===== src/hw/rtl/srsb_pkg.sv =====
`timescale 1ns / 1ps
package srsb_pkg;

    localparam int DEPTH_DEF = 64;

    localparam logic [2:0] OP_ADD   = 3'd0;
    localparam logic [2:0] OP_NEXT  = 3'd1;
    localparam logic [2:0] OP_MARK  = 3'd2;
    localparam logic [2:0] OP_CLEAR = 3'd3;
    localparam logic [2:0] OP_STATS = 3'd4;

    // cell commands
    localparam logic [2:0] MODE_HOLD      = 3'd0;
    localparam logic [2:0] MODE_ROTATE    = 3'd1;
    localparam logic [2:0] MODE_KILL      = 3'd2;
    localparam logic [2:0] MODE_SWAP_EVEN = 3'd3;
    localparam logic [2:0] MODE_SWAP_ODD  = 3'd4;
    localparam logic [2:0] MODE_UNSYNC    = 3'd5;

    typedef struct packed {
        logic [31:0] stamp;
        logic [31:0] ph;
        logic [31:0] ec;
        logic [31:0] temp;
        logic        synced;
    } rec_t;

    typedef struct packed {
        logic [2:0]  opcode;
        logic [31:0] stamp;
        logic [31:0] ph_word;
        logic [31:0] ec_word;
        logic [31:0] temp_word;
    } in_word_t;

    typedef struct packed {
        logic        found;
        logic [31:0] out_stamp;
        logic [31:0] out_ph;
        logic [31:0] out_ec;
        logic [31:0] out_temp;
        logic [6:0]  total_count;
        logic [6:0]  marked_count;
        logic [6:0]  pending_count;
        logic [6:0]  cleared_count;
    } out_word_t;

endpackage


===== src/hw/rtl/srsb_cell.sv =====
`timescale 1ns / 1ps
module srsb_cell #(
    parameter int DEPTH = srsb_pkg::DEPTH_DEF,
    parameter int IDX   = 0
) (
    input  logic                       clk,
    input  logic                       rst_n,
    input  logic [2:0]                 mode,
    input  logic [$clog2(DEPTH+1)-1:0] held,
    input  srsb_pkg::rec_t             left_rec,
    input  srsb_pkg::rec_t             right_rec,
    output srsb_pkg::rec_t             rec
);
    import srsb_pkg::*;

    localparam int HW = $clog2(DEPTH + 1);
    localparam logic [HW-1:0] IDX_V = HW'(IDX);
    localparam logic EVEN_IDX  = ((IDX % 2) == 0);
    localparam logic HAS_RIGHT = ((IDX + 1) < DEPTH);
    localparam logic HAS_LEFT  = (IDX > 0);

    rec_t rec_reg;
    rec_t rec_next;
    logic lead;

    always_comb
    begin
        rec_next = rec_reg;
        // left member of the pair in this exchange round
        lead = EVEN_IDX ^ (mode == MODE_SWAP_ODD);
        unique case (mode)
            MODE_HOLD:
            begin
                rec_next = rec_reg;
            end
            MODE_ROTATE:
            begin
                rec_next = right_rec;
            end
            MODE_KILL:
            begin
                // dead slots become zero with the flag set as a drop mark
                if (rec_reg.synced || (IDX_V >= held))
                begin
                    rec_next = '0;
                    rec_next.synced = 1'b1;
                end
            end
            MODE_SWAP_EVEN, MODE_SWAP_ODD:
            begin
                if (lead)
                begin
                    if (HAS_RIGHT && rec_reg.synced && !right_rec.synced)
                    begin
                        rec_next = right_rec;
                    end
                end
                else if (HAS_LEFT && left_rec.synced && !rec_reg.synced)
                begin
                    rec_next = left_rec;
                end
            end
            MODE_UNSYNC:
            begin
                rec_next.synced = 1'b0;
            end
            default:
            begin
                rec_next = rec_reg;
            end
        endcase
    end

    always_ff @(posedge clk or negedge rst_n)
    begin
        if (!rst_n)
        begin
            rec_reg <= '0;
        end
        else
        begin
            rec_reg <= rec_next;
        end
    end

    assign rec = rec_reg;

endmodule


===== config.mk =====
export PLATFORM = sky130hd
export DESIGN_NAME = srsb_cell
export DESIGN_NICKNAME = d
export VERILOG_FILES = /design/src/hw/rtl/srsb_pkg.sv /design/src/hw/rtl/srsb_cell.sv
export SDC_FILE = /design/constraint.sdc
export NUM_CORES = 1
export LEC_CHECK = 0
export BUFFER_PORTS_ARGS = -buffer_cell sky130_fd_sc_hd__buf_2
export CAP_MARGIN = 20
export CORE_AREA = 2 2 156 158
export DETAILED_ROUTE_END_ITERATION = 8
export DIE_AREA = 0 0 158 160
export GPL_ROUTABILITY_DRIVEN = 0
export PLACE_DENSITY = 0.56
export SLEW_MARGIN = 0
export SYNTH_ARGS = -nofsm -noshare
export SYNTH_HDL_FRONTEND = slang
export SYNTH_SLANG_ARGS = --single-unit

===== constraint.sdc =====
create_clock -name clk -period 1.32 [get_ports clk]
set_input_delay 0.198 -clock clk [delete_from_list [all_inputs] [get_ports clk]]
set_output_delay 0.198 -clock clk [all_outputs]
set_load 0.03 [all_outputs]

==> out/metrics.yaml, run 1 <==
run_status:
  status: "finished, violations left"
  violations: "setup timing"
worst_hold_path:
  hold_path.class: "input pin to flop"
  worstHoldPathCells: 3
  worstHoldStart: "right_rec[54]"
  hold_path_end: "rec[54]$_DFFE_PN0P_"
power_and_ir_drop:
  ir_drop_mv: 0.7599
  total_power_mw: 14.22
  power_leakage_nw: 4.968
  pwr_density_cell_nw_per_um2: 1435
placement:
  dp.cells: 1296
  numPortBuffers: 269
  dpl.hpwl_microns: 16000
  place_area_sq_um: 9034
worst_setup_path:
  cp.arrival_ns: 1.72
  critPathKind: "flop to flop"
  worstSetupStartpointType: "flop"
  rrSetupSlack_ns: -0.08
  worst_r2r_endpoint: "rec[104]$_DFFE_PN0P_"
  r2r_cells: 4
  required_ns: 1.64
  critPathCaptureType: "flop"
  path_max_fanout: 61
  r2r-start: "rec[0]$_DFFE_PN0P_"
sta:
  setup_viol: 127
  clock.fmax_mhz: 713.4
  clock_skew_ns: 0.01063
  worst_slack_ns: -0.08170
  min_period_ns: 1.402
  hold_viol: 0
  worst_pin_slew_ns: 0.4142
  setup_tns_ns: -5.457
  period_share: 1.062
  holdWs_ns: 0.04058
  drv_slew: 0
  rsz0062_at_grt: "true"
  max-slew-margin-rel: 0.7238
clock_network:
  clock-root-buffer: "clkbuf_16"
  insertion_delay_ns: 0.42
  cts.clk_slew.worst_paths_ns: 0.06
  cts_buffer_depth: 2
  numCtsBuffers: 17
  ctsHtreeMaxLevel: 4
  cts_tree: "yes"
  cts.sink_count: 129
yosys:
  syn-num-nets: 1009
  yosys.cell_count.top_type: "inv_1"
  synthTopCellsByCount: "258 x inv_1, 129 x dfrtp_1, 128 x o2111ai_1, 128 x o221ai_1, 47 x clkbuf_1"
  synth-seq-cells: 129
  async_reset_ff_frac: 1.000
  synth_cell_type_count: 19
  yosys_warnings: 0
  synthFlopType: "dfrtp_1"
  yosysTopAreaCellShare: 0.4644
  ys_seq_area_frac: 0.4644
  synth_enable_flop_cells: 0
  synth.avg_cell_area_sq_um: 9.405
  netlist_area_sq_um: 6950
  synthCells: 739
  synth_top_cell_by_area: "dfrtp_1"
  synth_area_leaders: "dfrtp_1 46%, o2111ai_1 16%, o221ai_1 16%, inv_1 14%, clkbuf_1 2.5%"
routing:
  dr.pass1.iters: 4
  vias: 6884
  wl_per_cell_microns: 18.24
  ant_nets: 0
  totalWireLength_microns: 24360
  post-route-drc-count: 0
  vias_per_cell: 5.153
  dr.first_iter.drc_count: 379
die:
  rows: 57
  fp.dieArea_sq_um: 25280
  ios: 399
  floorplan.initialDensity: 0.2918
  die_w_microns: 158
  die_h_microns: 160
  core-area_sq_um: 23820
finish:
  areaGrowthSynthToFinish_pct: 42.56
  final_layout_size_suffix_gt1_frac: 0.3881
  nNetsFinal: 1268
  final_cell_area_sq_um: 9908
  largest_reg_flops: 129
  fin_cells: 1336
global_route:
  grt_pass1_wl_microns: 37660
  antenna_found_initial: 5
  grt_overflow: 0
  grt_pass1_vias: 6614
  grt_max_degree: 62
  track_usage: 0.1877
job:
  max-cap-violations: 0
==> cell usage in the layout, fill, tap and decap left out, types with 2 or more instances in the layout <==
master        n
dfrtp_1     128
buf_2       266
buf_6         6
o221ai_2     20
buf_12       20
inv_1       257
buf_4        24
o2111ai_1   117
o2111ai_2    11
o221ai_1    108
clkinv_4      2
bufinv_16     2
clkinvlp_4    6
clkbuf_16    18
buf_16        3
diode_2       2
==> where the power goes <==
part	internal, mW	switching (mW)	total, mW
Clock	2.83	1.91	4.74
Sequential	4.62	0.543	5.16
Combinational	1.49	2.82	4.31
==> routing by layer <==
| layer | global-route usage | part of all wire |
|---|---|---|
| met5 | 0 | 0.0011 |
| met2 | 0.2696 | 0.43 |
| met4 | 0.04259 | 0.012 |
| met1 | 0.2772 | 0.48 |
| met3 | 0.05536 | 0.082 |
==> layout make-up <==
cell class / instances / area, sq um
inverter: 258 / 970.9
multi-input combinational: 268 / 2566
sequential: 129 / 3229
fill: 2396 / 13910
clock buffer: 19 / 442.9
timing repair buffer: 324 / 2152
clock inverter: 12 / 136.4
antenna: 2 / 5.005
tap: 324 / 405.4
==> worst max-delay path, stage by stage (launching register included) <==
cell and delay [ns]:
dfrtp_2 0.38, nand2b_4 0.08, a211o_4 0.37, buf_12 0.20, o221ai_1 0.22
==> per-stage QoR <==
| stage | util | setup WS [ns] |
|---|---|---|
| 6_report | 0.4160 | -0.08170 |
| 5_1_grt | 0.4157 | -0.1089 |
| 4_1_cts | 0.4087 | -0.08054 |
| 3_5_place_dp | 0.3792 | -0.3389 |
| 3_3_place_gp | 0.3792 | -0.3297 |
| 2_1_floorplan | - | -0.1447 |
==> repair_timing <==
item / CTS / global route
endpoints found under the hold margin: 27 / 0
pin swaps: 0 / 1
hold buffers: 1 / 0
resized for setup: 8 / 23
cloned: 2 / 2
endpoints found under the setup margin: 129 / 130
buffers inserted: 1 / 1
==> worst max path at each step <==
stage                        from                   end  slack [ns]  depth (start not counted)
2_1_floorplan             held[1]   rec[32]$_DFFE_PN0P_       -0.14                          5
4_1_cts        rec[0]$_DFFE_PN0P_   rec[82]$_DFFE_PN0P_       -0.08                          5
5_1_grt        rec[0]$_DFFE_PN0P_  rec[124]$_DFFE_PN0P_       -0.11                          4
3_3_place_gp              held[1]   rec[14]$_DFFE_PN0P_       -0.33                          5
6_report       rec[0]$_DFFE_PN0P_  rec[104]$_DFFE_PN0P_       -0.08                          4
3_5_place_dp              held[1]   rec[37]$_DFFE_PN0P_       -0.34                          5
==> cells by family after synthesis <==
kind of cell	Yosys count	share of synthesized area
buffers and inverters	342	0.2002
flip-flops	129	0.4644
AND/OR/NAND/NOR	6	0.005941
multiplexers	1	0.001440
AO/OA/AOI/OAI	261	0.3280
Note: power is estimated with default switching activity, not from simulation.
==> inputs of run 2 (changes only) <==
--- a/config.mk
+++ b/config.mk
@@ -12,6 +12,7 @@
 export DIE_AREA = 0 0 158 160
 export GPL_ROUTABILITY_DRIVEN = 0
 export PLACE_DENSITY = 0.56
+export RECOVER_POWER = 25
 export SLEW_MARGIN = 0
 export SYNTH_ARGS = -nofsm -noshare
 export SYNTH_HDL_FRONTEND = slang
==> out/metrics.yaml, run 2 (same netlist as run 1, synthesis figures left out) <==
sta:
  clock.fmax_mhz: 715.2
  min_period_ns: 1.398
  setup_viol: 126
  worst_slack_ns: -0.07827
  max-slew-margin-rel: 0.6154
  hold_viol: 0
  drv_slew: 0
  worst_pin_slew_ns: 0.5769
  period_share: 1.059
  rsz0062_at_grt: "true"
  clock_skew_ns: 0.009954
routing:
  totalWireLength_microns: 24360
  wl_per_cell_microns: 18.24
  vias_per_cell: 5.142
  dr.first_iter.drc_count: 404
  ant_nets: 0
  dr.pass1.iters: 6
  post-route-drc-count: 0
  vias: 6870
global_route:
  grt_pass1_wl_microns: 37660
  grt_pass1_vias: 6614
  grt_max_degree: 62
  grt_overflow: 0
  track_usage: 0.1877
  antenna_found_initial: 5
finish:
  areaGrowthSynthToFinish_pct: 42.05
  nNetsFinal: 1268
  final_common_cell: "buf_2"
  final_cell_mix: "266 x buf_2, 257 x inv_1, 128 x dfrtp_1"
  final_core_utilization: 0.4145
  largest_reg_flops: 129
  final_layout_size_suffix_gt1_frac: 0.3871
  final_cell_area_sq_um: 9873
worst_setup_path:
  path_max_fanout: 61
  critPathKind: "flop to flop"
  required_ns: 1.64
  worstSetupStartpointType: "flop"
  critPathCaptureType: "flop"
  cp.arrival_ns: 1.72
power_and_ir_drop:
  power_leakage_nw: 4.953
  ir_drop_mv: 0.7609
  pwr_density_cell_nw_per_um2: 1438
  total_power_mw: 14.20
clock_network:
  cts_tree: "yes"
  cts.sink_count: 129
  cts_buffer_depth: 2
  cts.clk_slew.worst_paths_ns: 0.06
  clock-root-buffer: "clkbuf_16"
  ctsHtreeMaxLevel: 4
  insertion_delay_ns: 0.42
  numCtsBuffers: 17
worst_hold_path:
  hold_path.class: "input pin to flop"
run_status:
  violations: "setup timing"
  status: "finished, violations left"
die:
  die_h_microns: 160
  rows: 57
  core-area_sq_um: 23820
  floorplan.initialDensity: 0.2918
  die_w_microns: 158
  ios: 399
  fp.dieArea_sq_um: 25280
placement:
  place_area_sq_um: 9034
  numPortBuffers: 269
  dpl.hpwl_microns: 16000
job:
  max-cap-violations: 0
-- run 2: cell count changes in the layout (fill, tap and decap cells not counted) --
cell and delta:
buf_6 -1, buf_4 -2, clkbuf_4 +3, clkbuf_1 +1, buf_12 -2, clkbuf_2 +1
-- run 2: final timing paths --
path | from | slack, ns | end | depth (start not counted)
worst min register to register | rec[108]$_DFFE_PN0P_ | 0.58 | rec[108]$_DFFE_PN0P_ | 2
worst max register to register | rec[0]$_DFFE_PN0P_ | -0.08 | rec[104]$_DFFE_PN0P_ | 4
max in group asynchronous | rst_n | 0.15 | rec[114]$_DFFE_PN0P_ | 3
worst min-delay path | right_rec[54] | 0.04 | rec[54]$_DFFE_PN0P_ | 3
worst max-delay path | rec[0]$_DFFE_PN0P_ | -0.08 | rec[104]$_DFFE_PN0P_ | 4
min in group asynchronous | rst_n | 0.35 | rec[45]$_DFFE_PN0P_ | 2
-- run 2: routing by layer --
metal	vias to the layer above	track usage	routed length, microns
met5	-	0	27
met4	4	0.04259	293
met3	25	0.05536	1948
met2	256	0.2696	10410
met1	3349	0.2772	11690
li1	3236	-	-
-- run 2: critical path: stages, from the launching register on --
cell      delay [ns]
dfrtp_2         0.38
nand2b_4        0.08
a211o_4         0.37
buf_12          0.20
o221ai_1        0.22
-- run 2: area by class of cell --
class,instances,area (sq um)
timing repair buffer,324,2117
antenna,2,5.005
sequential,129,3229
inverter,258,970.9
fill,2401,13950
clock buffer,19,442.9
multi-input combinational,268,2566
tap,324,405.4
clock inverter,12,136.4
-- run 2: metrics by stage --
step | instances | worst slack, ns | hold WS, ns | TNS [ns]
2_1_floorplan | 739 | -0.1447 | -0.09759 | -16.02
3_5_place_dp | 1296 | -0.3389 | 0.1463 | -39.30
6_report | 1336 | -0.07827 | 0.03909 | -5.316
4_1_cts | 1331 | -0.08054 | 0.02880 | -6.591
5_1_grt | 1334 | -0.1089 | 0.03359 | -10.16
3_3_place_gp | 1296 | -0.3297 | 0.1452 | -37.44
-- run 2: what timing repair did --
item | 4_1_cts | 5_1_grt
hold endpoints to repair | 27 | 0
endpoints found under the setup margin | 129 | 130
buffers inserted | 1 | 1
gates resized for setup | 8 | 23
hold buffers | 1 | 0
gates cloned | 2 | 2
pin swaps | 0 | 1
-- run 2: report_power, final --
group / leakage [nW] / internal [mW] / switching, mW
Sequential: 1.65 / 4.62 / 0.544
Combinational: 3.04 / 1.48 / 2.82
Clock: 0.264 / 2.83 / 1.91
==> inputs of run 3 (changes only) <==
--- a/config.mk
+++ b/config.mk
@@ -13,6 +13,7 @@
 export GPL_ROUTABILITY_DRIVEN = 0
 export PLACE_DENSITY = 0.56
 export RECOVER_POWER = 25
+export REMOVE_ABC_BUFFERS = 1
 export SLEW_MARGIN = 0
 export SYNTH_ARGS = -nofsm -noshare
 export SYNTH_HDL_FRONTEND = slang
==> out/metrics.yaml, run 3 (same netlist as run 1, synthesis figures left out) <==
run_status:
  status: "finished, violations left"
  violations: "setup timing"
routing:
  dr.pass1.iters: 5
  vias: 6814
  wl_per_cell_microns: 17.43
  vias_per_cell: 5.085
  totalWireLength_microns: 23360
  dr.first_iter.drc_count: 317
  post-route-drc-count: 0
  ant_nets: 0
worst_hold_path:
  worstHoldPathCells: 3
  worstHoldStart: "right_rec[43]"
  hold_path_end: "rec[43]$_DFFE_PN0P_"
  hold_path.class: "input pin to flop"
sta:
  drv_slew: 0
  hold_viol: 0
  clock_skew_ns: 0.007332
  rsz0062_at_grt: "true"
  setup_viol: 123
  worst_slack_ns: -0.09851
  setup_tns_ns: -6.057
  clock.fmax_mhz: 705.0
  min_period_ns: 1.419
  max-slew-margin-rel: 0.3929
  period_share: 1.075
  worst_pin_slew_ns: 0.9107
worst_setup_path:
  cp.arrival_ns: 1.74
  rrSetupSlack_ns: -0.1
  r2r_cells: 4
  critPathCaptureType: "flop"
  worstSetupStartpointType: "flop"
  critical-path-max-stage-delay_ns: 0.39
  critPathTopFamily: "compound AO/OA/AOI/OAI gates"
  required_ns: 1.64
  worst_r2r_endpoint: "rec[122]$_DFFE_PN0P_"
  cpMaxStageDelayCell: "dfrtp_1"
  path_max_fanout: 59
  cp_cell_sequence: "nand2b_4 > a211o_4 > buf_12 > o221ai_1"
  critPathBufInv: 1
  critPathKind: "flop to flop"
  r2r-start: "rec[0]$_DFFE_PN0P_"
clock_network:
  clock-root-buffer: "clkbuf_16"
  numCtsBuffers: 17
  cts.clk_slew.worst_paths_ns: 0.06
  insertion_delay_ns: 0.41
  cts_tree: "yes"
  cts_buffer_depth: 2
  cts.sink_count: 129
  ctsHtreeMaxLevel: 4
global_route:
  grt_pass1_vias: 6671
  track_usage: 0.1794
  grt_pass1_wl_microns: 36580
  grt_max_degree: 71
  grt_overflow: 0
  antenna_found_initial: 5
finish:
  nNetsFinal: 1272
  largest_reg_flops: 129
  fin_cells: 1340
  final_cell_mix: "268 x buf_2, 257 x inv_1, 129 x dfrtp_1"
  final_layout_size_suffix_gt1_frac: 0.3836
  final_common_cell: "buf_2"
  areaGrowthSynthToFinish_pct: 42.52
power_and_ir_drop:
  pwr_density_cell_nw_per_um2: 1514
  ir_drop_mv: 0.7090
  power_leakage_nw: 5.018
  total_power_mw: 15.00
job:
  max-cap-violations: 0
die:
  core-area_sq_um: 23820
  fp.dieArea_sq_um: 25280
  die_h_microns: 160
  die_w_microns: 158
  rows: 57
  floorplan.initialDensity: 0.2918
  ios: 399
placement:
  dpl.hpwl_microns: 15520
  dp.cells: 1305
  dpl_worst_slack_ns: -0.3396
  numPortBuffers: 269
-- run 3: cell count changes in the layout (fill, tap and decap cells not counted), moves of 4 or more --
cell        change
bufinv_16       +4
buf_4          +11
o2111ai_2      -11
o2111ai_1      +11
o221ai_1        -5
clkinvlp_4      -4
o221ai_2        +5
buf_12          +4
clkbuf_4        -4
-- run 3: power breakdown --
| group | total (mW) | internal (mW) | switching [mW] |
|---|---|---|---|
| Combinational | 4.29 | 1.48 | 2.81 |
| Clock | 5.57 | 3.61 | 1.96 |
| Sequential | 5.14 | 4.62 | 0.519 |
-- run 3: how the worst max path moves through the flow --
stage / endpoint / slack [ns] / startpoint / depth (start not counted)
3_3_place_gp: rec[97]$_DFFE_PN0P_ / -0.33 / held[1] / 5
4_1_cts: rec[54]$_DFFE_PN0P_ / -0.08 / rec[0]$_DFFE_PN0P_ / 4
2_1_floorplan: rec[100]$_DFFE_PN0P_ / -6.38 / mode[2] / 3
6_report: rec[122]$_DFFE_PN0P_ / -0.1 / rec[0]$_DFFE_PN0P_ / 4
3_5_place_dp: rec[88]$_DFFE_PN0P_ / -0.34 / held[1] / 5
5_1_grt: rec[56]$_DFFE_PN0P_ / -0.15 / rec[0]$_DFFE_PN0P_ / 4
-- run 3: through the flow --
step	utilization	area, sq um	hold slack (ns)
after detailed placement	0.3789	9025	0.1140
after CTS	0.4081	9722	0.02927
after floorplan	-	6528	-0.09759
after global routing	0.4156	9901	0.03944
after global placement	0.3789	9025	0.1155
final	0.4159	9906	0.03970
-- run 3: metal layers --
metal / vias to the layer above / part of all wire / track usage
met5: - / 0.0016 / 0
met4: 6 / 0.017 / 0.05610
met3: 29 / 0.087 / 0.05780
met2: 258 / 0.45 / 0.2692
met1: 3282 / 0.45 / 0.2454
li1: 3239 / - / -
-- run 3: layout make-up --
cell class / instances / area [sq um]
clock inverters: 12 / 230.2
well taps: 324 / 405.4
flip-flops and latches: 129 / 3228
inverters: 258 / 973.4
multi-input cells: 268 / 2529
clock buffers: 19 / 442.9
fillers: 2425 / 13910
repair buffers: 328 / 2092
diodes: 2 / 5.005
-- run 3: what timing repair did --
item                       in CTS  in global routing
setup endpoints to repair     129                130
hold endpoints to repair       44                  0
hold buffers                    1                  0
buffers inserted                0                  0
cloned                          0                  1
gates resized for setup         3                 27
-- run 3: worst register-to-register path, stage by stage (launching register included) --
cell      delay [ns]
dfrtp_1         0.39
nand2b_4        0.09
a211o_4         0.38
buf_12          0.20
o221ai_1        0.27
